==> config.mk <==
export PLATFORM = sky130hd
export DESIGN_NAME = vupf_front
export DESIGN_NICKNAME = d
export VERILOG_FILES = /design/src/hdl/vupf_pkg.sv /design/src/hdl/vupf_front.sv
export SDC_FILE = /design/constraint.sdc
export NUM_CORES = 1
export LEC_CHECK = 0
export ABC_AREA = 1
export BUFFER_PORTS_ARGS = -buffer_cell sky130_fd_sc_hd__buf_4
export CAP_MARGIN = 20
export CORE_AREA = 2 2 134 136
export DETAILED_ROUTE_END_ITERATION = 8
export DIE_AREA = 0 0 136 138
export PLACE_DENSITY_LB_ADDON = 0.2
export SLEW_MARGIN = 40
export SYNTH_ARGS = -nofsm -noshare
export SYNTH_HDL_FRONTEND = slang
export SYNTH_SLANG_ARGS = --single-unit
==> constraint.sdc <==
create_clock -name vclk -period 2
set_input_delay 0.4 -clock vclk [all_inputs]
set_output_delay 0.4 -clock vclk [all_outputs]
set_load 0.01 [all_outputs]
==> src/hdl/vupf_pkg.sv <==
// vupf_pkg: shared types, constants and float helpers for the vector unpack core
// no dependencies; imported by every module under hdl/
package vupf_pkg;

    localparam int LANE_COUNT  = 4;
    localparam int QUEUE_DEPTH = 2;

    // configuration register indexes
    localparam logic [1:0] CFG_FORMAT = 2'd0;
    localparam logic [1:0] CFG_MASK   = 2'd1;
    localparam logic [1:0] CFG_SCALE  = 2'd2;

    // source format codes
    localparam logic [2:0] FMT_F32V4 = 3'd0;
    localparam logic [2:0] FMT_S16V4 = 3'd1;
    localparam logic [2:0] FMT_U8V4  = 3'd2;
    localparam logic [2:0] FMT_F32V2 = 3'd3;

    // reset values
    localparam logic [2:0]  FORMAT_RESET     = FMT_F32V4;
    localparam logic [3:0]  MASK_RESET       = 4'hF;
    localparam logic [31:0] SCALE_RESET      = 32'h3F80_0000;
    localparam logic [31:0] FACTOR_S16_RESET = 32'h3800_0000;
    localparam logic [31:0] FACTOR_U8_RESET  = 32'h3B80_8081;

    // float constants
    localparam logic [31:0] FLT_DEFAULT_NAN = 32'hFFC0_0000;
    localparam logic [31:0] FLT_QUIET_BIT   = 32'h0040_0000;

    // divisors as normalized mantissa and unbiased exponent
    localparam logic [23:0] DIV32768_MANT = 24'h80_0000;
    localparam logic [10:0] DIV32768_EXP  = 11'd15;
    localparam logic [23:0] DIV255_MANT   = 24'hFF_0000;
    localparam logic [10:0] DIV255_EXP    = 11'd7;

    typedef enum logic [1:0] {
        MODE_PASS,
        MODE_S16,
        MODE_U8
    } mode_t;

    typedef struct packed {
        logic        neg;
        logic [15:0] mag;
        logic [31:0] raw;
    } lane_t;

    typedef struct packed {
        lane_t [LANE_COUNT-1:0] lane;
        mode_t                  mode;
        logic [LANE_COUNT-1:0]  en;
        logic                   bad;
        logic                   last;
    } item_t;

    typedef struct packed {
        logic [31:0] s16;
        logic [31:0] u8;
    } factors_t;

    // round to nearest even and pack; q holds 24 mantissa bits plus guard
    function automatic logic [31:0] round_pack(input logic sign,
                                               input logic signed [10:0] exp_b,
                                               input logic [24:0] q,
                                               input logic sticky_in);
        logic [5:0]  sh;
        logic [50:0] wide;
        logic [24:0] qs;
        logic        st;
        logic [7:0]  ef;
        logic        rnd;
        logic [30:0] mag;
        sh   = 6'd0;
        wide = 51'd0;
        ef   = exp_b[7:0];
        qs   = q;
        st   = sticky_in;
        if (exp_b >= 11'sd255) begin
            return {sign, 8'hFF, 23'd0};
        end
        if (exp_b <= 11'sd0) begin
            ef = 8'd0;
            if (exp_b < -11'sd24) begin
                sh = 6'd26;
            end else begin
                sh = 6'(11'sd1 - exp_b);
            end
            wide = {q, 26'd0} >> sh;
            qs   = wide[50:26];
            st   = sticky_in | (|wide[25:0]);
        end
        rnd = qs[0] & (st | qs[1]);
        mag = {ef, qs[23:1]} + 31'(rnd);
        return {sign, mag};
    endfunction

    // leading zero count of a 40-bit product
    function automatic logic [5:0] lzc40(input logic [39:0] v);
        logic [5:0] n;
        n = 6'd40;
        for (int i = 0; i < 40; i++) begin
            if (v[i]) begin
                n = 6'(39 - i);
            end
        end
        return n;
    endfunction

endpackage

==> src/hdl/vupf_front.sv <==
// vupf_front: accepts source vectors and classifies them per format
// depends on vupf_pkg
module vupf_front import vupf_pkg::*; (
    input  logic                       s_tvalid,
    output logic                       s_tready,
    input  logic [32*LANE_COUNT-1:0]   s_tdata,   // src_lane0 .. src_lane3, 32 bits each
    input  logic                       s_tlast,   // last_vector
    input  logic [2:0]                 source_format,
    input  logic [LANE_COUNT-1:0]      lane_mask,
    input  logic                       derive_busy,
    input  logic                       queue_full,
    output logic                       push,
    output item_t                      item
);

    // hold off while factors are derived or the queue is full
    assign s_tready = !derive_busy && !queue_full;
    assign push     = s_tvalid && s_tready;

    // per-lane decode into sign and magnitude
    always_comb begin
        item = '0;
        item.last = s_tlast;
        for (int k = 0; k < LANE_COUNT; k++) begin
            item.lane[k].raw = s_tdata[32*k +: 32];
            case (source_format)
                FMT_S16V4: begin
                    item.lane[k].neg = s_tdata[32*k+15];
                    item.lane[k].mag = s_tdata[32*k+15] ? 16'(-s_tdata[32*k +: 16])
                                                        : s_tdata[32*k +: 16];
                end
                FMT_U8V4: begin
                    item.lane[k].neg = 1'b0;
                    item.lane[k].mag = {8'd0, s_tdata[32*k +: 8]};
                end
                default: begin
                    item.lane[k].neg = 1'b0;
                    item.lane[k].mag = 16'd0;
                end
            endcase
        end
        // mode and lane enables
        case (source_format)
            FMT_F32V4: begin
                item.mode = MODE_PASS;
                item.en   = lane_mask;
            end
            FMT_S16V4: begin
                item.mode = MODE_S16;
                item.en   = lane_mask;
            end
            FMT_U8V4: begin
                item.mode = MODE_U8;
                item.en   = lane_mask;
            end
            FMT_F32V2: begin
                item.mode = MODE_PASS;
                item.en   = lane_mask & LANE_COUNT'(3);
            end
            default: begin
                item.mode = MODE_PASS;
                item.en   = '0;
                item.bad  = 1'b1;
            end
        endcase
    end

endmodule

# Yosys cells after proc, flatten, opt, wreduce, memory -nomap -nowiden
# Index checks and enable logic that the tools add are counted.
# Widths: inputs -> output; s select.
totals:
  reg_bits: 0
  in_bits: 139
  wordCells: 23
op_classes:
  addsub: 4
  eq_ne: 3
  n_mux: 10
  n_reduce_logical: 6
op_table:
  columns: ["operator", "count"]
  rows:
  - ["$pmux 17 s2", 4]
  - ["$mux 16", 4]
  - ["$neg 16->16", 4]
  - ["$pmux 6 s4", 1]
  - ["$eq 3x2->1 const B", 2]
  - ["$reduce_or 4->1", 1]
  - ["$eq 3x1->1 const B", 1]
  - ["$logic_not 3->1", 1]
  - ["$logic_and 1x1->1", 2]
  - ["$logic_not 1->1", 2]
  - ["$mux 1", 1]

# Longest topological paths before layout
# Gate-level depths: netlist of the first run.
depth:
  ltp_word: 3
  depth_mapped: 10
  mapped_depth_nobuf: 10

# Least setup slack after synthesis of the first run
# Ideal clock, no wire load.
synth_path:
  path_kind: "input to output"
  start: "input port s_tdata[32]"
  end: "output port item[101] (netlist bit)"
  arrival_ns: 1.409
  t_required_ns: 1.600
  setup_slack_ns: 0.191
  stages: 10
  path_buffers: 0
  cell_sequence: "inv_1 -> ha_1 -> nand2_1 -> nor2_1 -> nand2_1 -> nand2_1 -> nand3_1 -> nand2_1 -> inv_1 -> nor2_1"
synth_rtl:
  columns: ["element", "line", "source"]
  rows:
  - ["start, declared", "vupf_front.sv:6", "input logic [32*LANE_COUNT-1:0] s_tdata,"]
  - ["end, declared", "vupf_front.sv:13", "output item_t item"]

==> results of run 1 <==
[placed cells by master (no fill, tap or decap)]
master and instances:
nand3b_1 2, a21oi_1 30, inv_1 60, o21ai_0 36, buf_8 1, nor3_1 5, nand3_1 54, nor3_4 1
o21ai_1 8, buf_12 1, or2_2 1, inv_4 6, clkinvlp_4 1, nand3_2 9, inv_8 1, nand2_4 2
buf_4 259, nor3b_1 1, buf_6 5, o22ai_1 2, o211ai_1 2, ha_2 1, nand4_1 4, inv_2 2
a21oi_2 3, nand2_2 10, o22ai_2 2, nor2_4 5, nor2b_1 1, nor2_2 13, ha_4 3, nor2_1 81
nand2_1 104
[power groups by stage]
stage	Clock (mW)	Sequential, mW	Combinational, mW
after global routing	0	0	0.967
final	0	0	0.874
after detailed placement	0	0	0.827
after CTS	0	0	0.837
after global placement	0	0	0.828
after floorplan	0	0	0.549
[how the worst max path moves through the flow]
stage / slack, ps / endpoint / cells past startpoint / startpoint
after floorplan: 190 / item[101] / 10 / s_tdata[32]
after global placement: -70 / item[139] / 6 / source_format[1]
after detailed placement: -70 / item[90] / 8 / source_format[0]
after CTS: -8 / item[96] / 8 / source_format[1]
after global routing: -30 / item[142] / 10 / s_tdata[64]
final: 70 / item[188] / 7 / source_format[2]
[worst max-delay path: stages]
cell and delay [ps]:
buf_4 130, nor3_4 210, buf_6 160, buf_6 200, o21ai_0 110, o22ai_1 150, buf_4 150
[stage by stage]
step	hold slack, ps	TNS [ps]	cell area, um2
after floorplan	842.9	0	3008
after global placement	800.1	-530.3	4219
after detailed placement	800.1	-567.9	4219
after CTS	800.1	-13.06	4260
after global routing	800.0	-132.2	4529
final	800.0	0	4529
[repair_timing]
item | CTS | global route
setup buffers | 1 | 4
setup endpoints to repair | 18 | 49
cloned | 0 | 1
resized for setup | 11 | 77
pin swaps | 2 | 24
[per-layer routing]
layer	GRT usage, %	vias up
met1	16.14	1698
met4	2.412	0
li1	-	1999
met2	22.38	117
met3	0.9168	38
met5	0	-
[cells by family (layout without fill, tap and decap cells)]
family,after synthesis,after routing,synth area share (%)
compound gates,83,83,14.14
simple gates,293,293,41.18
fa+ha+maj,4,4,1.664
buf+inv,213,336,43.01
[area by class of cell]
cell class         instances  area (um2)
repair buffers           266        2036
multi-input cells        380        1918
inverters                 69       282.8
fillers                 2066       13010
repair inverters           1       6.256
well taps                229       286.5
==> impl_metrics.env, run 1 <==
export IMPL_drt_wl_total_um=12940
export IMPL_io_buffers=215
export IMPL_ys_warn_count=0
export IMPL_min_delay_path_depth=0
export IMPL_powerDensity_nw_per_um2=193.1
export IMPL_gp_congestion=0.7530
export IMPL_wl_met2_um=6389
export IMPL_synth_top_area_cell="buf_4"
export IMPL_hp_class="input pin to primary output"
export IMPL_required_ps=1600
export IMPL_fin_crit_sh_pct=96.26
export IMPL_power_mw=0.8745
export IMPL_internal_power_mw=0.4152
export IMPL_switchingPower_mw=0.4593
export IMPL_drive_gt1_share_pct=45.53
export IMPL_viasPerCell=4.076
export IMPL_status="complete, no violations"
export IMPL_hold_path_startpoint="s_tdata[84]"
export IMPL_grt_overflow=0
export IMPL_seq_power_share_pct=0
export IMPL_routed_top_layer="met4"
export IMPL_path_max_fanout=18
export IMPL_ys_types=24
export IMPL_post_synth_instance_area_um2=3008
export IMPL_remaining_drc_errors=0
export IMPL_synth_top_area_share_pct=32.20
export IMPL_layout_nets=861
export IMPL_start_util_pct=17.15
export IMPL_hold_buffers=0
export IMPL_switching_share_pct=52.52
export IMPL_diodes=0
export IMPL_synth_area_per_cell_um2=5.072
export IMPL_ys_seq_area_share_pct=0
export IMPL_pre_cts_ws_ps=-66.18
export IMPL_drt_iter0_drc=158
export IMPL_rsz0062_at_grt="yes"
export IMPL_routed_wl_met3_um=700
export IMPL_p_comb_share_pct=100.0
export IMPL_antenna_found_initial=0
export IMPL_firstDrtPassIters=4
export IMPL_ioPinCount=345
export IMPL_grt_start_max_net_pins=25
export IMPL_setup_viol=0
export IMPL_min_to="item[126]"
export IMPL_clock_power_share_pct=0
export IMPL_seqCellArea_um2=0
export IMPL_areaGrowthSynthToFinish_pct=50.58
export IMPL_syn_num_nets=736
export IMPL_layout_setup_ws_ps=74.76
export IMPL_max_freq_mhz=519.4
export IMPL_cap_viol_max_count=0
export IMPL_nClkBuffers=0
export IMPL_cp_start_kind="input pin"
export IMPL_grt_pass1_vias=3533
export IMPL_ir_drop_v=0.00006085
export IMPL_synthTopCellsByArea="buf_4, nand2_1, nor2_1, nand3_1, inv_1"
export IMPL_slew_headroom_pct=77.47
export IMPL_netlist_top_cells_count="buf_4, nand2_1, nor2_1"
export IMPL_row_count=49
export IMPL_final_min_clock_period_ps=1925
export IMPL_postSynthCellCount=593
export IMPL_grt_usage_pct=12.42
export IMPL_p_leak_nw=2.370
export IMPL_design_seq_count=0
export IMPL_drt_met1_wl_um=5588
export IMPL_ant_nets=0
export IMPL_postLayoutCoreUtil_pct=25.83
export IMPL_place_inst=939
export IMPL_tightest_slew_ps=334.4
export IMPL_coreArea_um2=17530
export IMPL_die_y_um=138
export IMPL_maxSlewViolCount=0
export IMPL_arrival_ps=1530
export IMPL_final_hold_viol_count=0
export IMPL_via_count=3852
export IMPL_synth_most_common_cell="buf_4"
export IMPL_die_w_um=136
export IMPL_fin_cells=945
export IMPL_grt_pass1_wl_um=19110
export IMPL_dp_hpwl_um=10670
export IMPL_die_area_um2=18770
export IMPL_crit_type="input pin to primary output"
export IMPL_crit_path_end_kind="primary output"
export IMPL_wire_per_inst_um=13.69
Note: power is estimated with default switching activity, not from simulation.
==> run 2, diff against run 1 <==
--- a/config.mk
+++ b/config.mk
@@ -6,12 +6,13 @@
 export NUM_CORES = 1
 export LEC_CHECK = 0
 export ABC_AREA = 1
-export BUFFER_PORTS_ARGS = -buffer_cell sky130_fd_sc_hd__buf_4
+export BUFFER_PORTS_ARGS = -buffer_cell sky130_fd_sc_hd__buf_2
 export CAP_MARGIN = 20
 export CORE_AREA = 2 2 134 136
 export DETAILED_ROUTE_END_ITERATION = 8
 export DIE_AREA = 0 0 136 138
 export PLACE_DENSITY_LB_ADDON = 0.2
+export REMOVE_ABC_BUFFERS = 1
 export SLEW_MARGIN = 40
 export SYNTH_ARGS = -nofsm -noshare
 export SYNTH_HDL_FRONTEND = slang
==> run 2 against run 1 <==
- worst setup slack got worse by 15 ps
- sequential cell count did not move
- worst hold slack barely moved
- power fell by 13%
- maximum frequency down 0.78%
- highest routed layer is now met5
- via count increased by 3.8%
- global-route usage grew 7.0 points
- combinational power decreased by 12%
- first-iteration DRC count shrank 3.2%
- sequential share of layout area stayed put
- cell count rose by 0.53%
==> impl_metrics.env, run 2 (synthesized netlist as in run 1, its figures left out) <==
export IMPL_drt_wl_total_um=19600
export IMPL_fill_cells=2086
export IMPL_rsz0062_at_grt="yes"
export IMPL_design_seq_count=0
export IMPL_grt_use_met1_pct=16.27
export IMPL_dp_hpwl_um=17690
export IMPL_max_freq_mhz=515.4
export IMPL_wire_per_inst_um=20.63
export IMPL_die_y_um=138
export IMPL_maxSlewViolCount=0
export IMPL_via_count=3998
export IMPL_finalInstanceArea_um2=4063
export IMPL_setup_viol=0
export IMPL_cpMaxStageDelayCell="nor3_4"
export IMPL_critPathBufInv=4
export IMPL_path_max_fanout=15
export IMPL_critical_path_cell_chain="buf_8 -> nor3_4 -> buf_6 -> buf_12 -> o21ai_0 -> nor2_1 -> buf_2"
export IMPL_antenna_found_initial=2
export IMPL_final_common_cell="buf_2"
export IMPL_cap_viol_max_count=0
export IMPL_seqCellArea_um2=0
export IMPL_drive_gt1_share_pct=45.76
export IMPL_tightest_slew_ps=496.5
export IMPL_grt_overflow=0
export IMPL_ioPinCount=345
export IMPL_gp_congestion=0.8910
export IMPL_final_min_clock_period_ps=1940
export IMPL_io_buffers=215
export IMPL_status="complete, no violations"
export IMPL_start_util_pct=17.15
export IMPL_layout_nets=864
export IMPL_remaining_drc_errors=0
export IMPL_critical_path_top_delay_family="buffers and inverters"
export IMPL_ir_drop_v=0.00005424
export IMPL_tns_ps=0
export IMPL_coreArea_um2=17530
export IMPL_drt_iter0_drc=153
export IMPL_ant_nets=0
export IMPL_postLayoutCoreUtil_pct=23.17
export IMPL_grtUsageMet3_pct=19.22
export IMPL_grt_usage_pct=19.40
export IMPL_crit_type="input pin to primary output"
export IMPL_gr_usage_met2_pct=31.84
export IMPL_grt_pass1_vias=3494
export IMPL_final_cell_mix="buf_2, nand2_1, nor2_1"
export IMPL_powerDensity_nw_per_um2=188.3
export IMPL_nClkBuffers=0
export IMPL_cp_start_kind="input pin"
export IMPL_final_hold_viol_count=0
export IMPL_placed_cell_area_um2=3751
export IMPL_fin_crit_sh_pct=97.02
export IMPL_grt_most_used_layer="met2"
export IMPL_grt_start_max_net_pins=16
export IMPL_viasPerCell=4.208
export IMPL_slew_headroom_pct=66.55
export IMPL_firstDrtPassIters=4
export IMPL_crit_path_end_kind="primary output"
export IMPL_hp_class="input pin to primary output"
export IMPL_die_w_um=136
export IMPL_required_ps=1600
export IMPL_grt_pass1_wl_um=26230
export IMPL_p_leak_nw=2.298
export IMPL_arrival_ps=1540
export IMPL_row_count=49
export IMPL_die_area_um2=18770
export IMPL_critical_path_max_stage_delay_ps=250
export IMPL_areaGrowthSynthToFinish_pct=35.07
run 2: changes by cell type in the layout (fill, tap and decap cells not counted), moves of 5 or more:
cell,change
nand2_2,-5
buf_6,+5
inv_2,+8
o21ai_0,-6
buf_2,+210
inv_4,-6
buf_4,-212
run 2: worst paths after layout:
kind	startpoint	end	slack (ps)	depth (start not counted)
worst max-delay path	source_format[2]	item[196]	60	7
worst min-delay path	s_tdata[86]	item[128]	800	0
run 2: final cells by class:
| type | instances | area, um2 | share of cell area (%) |
|---|---|---|---|
| antenna | 2 | 5.005 | 0.1232 |
| inverter | 69 | 259.0 | 6.375 |
| multi-input combinational | 380 | 1941 | 47.77 |
| tap | 229 | 286.5 | 7.053 |
| timing repair buffer | 270 | 1572 | 38.68 |
run 2: per-stage QoR:
step                hold slack [ps]  worst slack, ps  power, mW  instances
floorplan                     800.0           -572.6     0.2635        449
global placement              800.1           -87.94     0.7223        945
detailed placement            800.1           -79.84     0.7181        945
CTS                           800.1           -2.441     0.7242        945
global route                  800.0           -42.83     0.8511        948
finish                        800.1            59.70     0.7649        950
run 2: layer usage:
layer	wire length, um	vias to the layer above
met3	4438	14
met5	218	-
met4	491	4
met2	8854	285
li1	-	2009
met1	5593	1686
run 2: power by group:
part           internal, mW  switching, mW
Combinational         0.310          0.455
Clock           0.000000134              0
Sequential                0              0
Total                 0.310          0.455
run 2: timing repair:
action,4_1_cts,5_1_grt
buffers inserted,0,4
hold endpoints to repair,0,0
gates resized for setup,8,87
endpoints found under the setup margin,16,49
pin swaps,0,24
hold buffers,0,0
==> run 3, diff against run 2 <==
--- a/config.mk
+++ b/config.mk
@@ -11,8 +11,8 @@
 export CORE_AREA = 2 2 134 136
 export DETAILED_ROUTE_END_ITERATION = 8
 export DIE_AREA = 0 0 136 138
+export GPL_ROUTABILITY_DRIVEN = 0
 export PLACE_DENSITY_LB_ADDON = 0.2
-export REMOVE_ABC_BUFFERS = 1
 export SLEW_MARGIN = 40
 export SYNTH_ARGS = -nofsm -noshare
 export SYNTH_HDL_FRONTEND = slang
==> run 3 against run 2 <==
- the run now ends with setup timing left
- critical endpoint is now item[202]
- sequential cell count did not move
- worst hold slack barely moved
- largest cell class unchanged
- sequential share of layout area did not move
- wire length fell by 36%
- combinational power rose by 0.8%
- cell count fell by 0.32%
==> impl_metrics.env, run 3 (synthesized netlist as in run 1, its figures left out) <==
export IMPL_wire_per_inst_um=13.27
export IMPL_via_count=3856
export IMPL_fill_cells=2106
export IMPL_arrival_ps=1600
export IMPL_start_util_pct=17.15
export IMPL_final_hold_viol_count=0
export IMPL_viasPerCell=4.072
export IMPL_slew_headroom_pct=72.57
export IMPL_final_min_clock_period_ps=2002
export IMPL_max_freq_mhz=499.5
export IMPL_crit_path_end_kind="primary output"
export IMPL_grt_start_max_net_pins=23
export IMPL_seqCellArea_um2=0
export IMPL_io_buffers=215
export IMPL_grt_pass1_vias=3535
export IMPL_grt_pass1_wl_um=18670
export IMPL_layout_setup_ws_ps=-2.139
export IMPL_fin_hold_ws_ps=800.0
export IMPL_required_ps=1600
export IMPL_antenna_found_initial=0
export IMPL_drt_wl_total_um=12570
export IMPL_ioPinCount=345
export IMPL_power_mw=0.7714
export IMPL_ant_nets=0
export IMPL_dp_hpwl_um=10490
export IMPL_grt_overflow=0
export IMPL_setup_viol=1
export IMPL_crit_type="input pin to primary output"
export IMPL_internal_power_mw=0.3183
export IMPL_maxSlewViolCount=0
export IMPL_ir_drop_v=0.00005403
export IMPL_areaGrowthSynthToFinish_pct=35.19
export IMPL_fin_crit_sh_pct=100.1
export IMPL_rsz0062_at_grt="yes"
export IMPL_row_count=49
export IMPL_status="finished with violations"
export IMPL_remaining_drc_errors=0
export IMPL_die_area_um2=18770
export IMPL_switching_share_pct=58.74
export IMPL_hold_path_startpoint="s_tdata[84]"
export IMPL_seq_power_share_pct=0
export IMPL_cp_start_kind="input pin"
export IMPL_min_delay_path_depth=0
export IMPL_powerDensity_nw_per_um2=189.7
export IMPL_cap_viol_max_count=0
export IMPL_die_w_um=136
export IMPL_coreArea_um2=17530
export IMPL_drt_iter0_drc=124
export IMPL_path_max_fanout=5
export IMPL_grt_usage_pct=12.08
export IMPL_final_common_cell="buf_2"
export IMPL_design_seq_count=0
export IMPL_tightest_slew_ps=407.1
export IMPL_clock_power_share_pct=0
export IMPL_layout_nets=863
export IMPL_hp_class="input pin to primary output"
export IMPL_drive_gt1_share_pct=44.99
export IMPL_p_comb_share_pct=100.0
export IMPL_violations="setup timing"
export IMPL_final_cell_mix="buf_2, nand2_1, nor2_1"
export IMPL_diodes=0
export IMPL_switchingPower_mw=0.4531
export IMPL_postLayoutCoreUtil_pct=23.19
export IMPL_min_to="item[126]"
export IMPL_p_leak_nw=2.277
export IMPL_nClkBuffers=0
export IMPL_die_y_um=138
export IMPL_firstDrtPassIters=4
==> run 3: critical path: stages <==
cell	delay (ps)
buf_8	110
nor3_4	260
clkinv_4	110
buf_6	150
buf_12	120
nor2_4	130
nand3_2	80
nor2_2	110
buf_2	130
==> run 3: stage by stage <==
step / setup slack (ps) / std cells / TNS (ps) / instance area, um2
finish: -2.139 / 947 / -2.139 / 4066
global route: -116.9 / 947 / -743.1 / 4066
CTS: -80.47 / 936 / -268.1 / 3719
detailed placement: -95.75 / 936 / -941.7 / 3684
global placement: -71.88 / 936 / -631.2 / 3684
floorplan: 190.7 / 593 / 0 / 3008
==> run 3: power groups by stage <==
| stage | Combinational, mW | Clock, mW | Sequential, mW |
|---|---|---|---|
| 2_1_floorplan | 0.549 | 0 | 0 |
| 3_3_place_gp | 0.715 | 0 | 0 |
| 3_5_place_dp | 0.713 | 0 | 0 |
| 4_1_cts | 0.722 | 0 | 0 |
| 5_1_grt | 0.859 | 0 | 0 |
| 6_report | 0.771 | 0 | 0 |
==> run 3: repair_timing <==
action | CTS | global route
hold buffers | 0 | 0
buffers inserted | 0 | 11
endpoints found under the hold margin | 0 | 0
setup endpoints to repair | 28 | 50
pin swaps | 1 | 14
gates resized for setup | 12 | 83
==> run 3: final cells by class <==
class | instances | area [um2] | share of cell area [%]
repair buffers | 269 | 1568 | 38.55
well taps | 229 | 286.5 | 7.046
inverters | 69 | 266.5 | 6.554
multi-input cells | 380 | 1946 | 47.85
==> run 3: metal layers <==
layer / up-vias / GRT usage (%) / routed length [um]
met1: 1681 / 15.14 / 5388
met4: 0 / 2.412 / 278
li1: 2010 / - / -
met3: 38 / 0.5501 / 664
met5: - / 0 / 0
met2: 127 / 22.61 / 6236
==> run 3: worst max path at each step <==
stage	cells after the start	from	slack, ps	to
after floorplan	10	s_tdata[32]	190	item[101]
after global placement	12	s_tdata[33]	-70	item[103]
after detailed placement	10	s_tdata[64]	-100	item[150]
after CTS	6	source_format[2]	-80	item[188]
after global routing	10	s_tdata[97]	-120	item[200]
final	9	source_format[2]	-2	item[202]
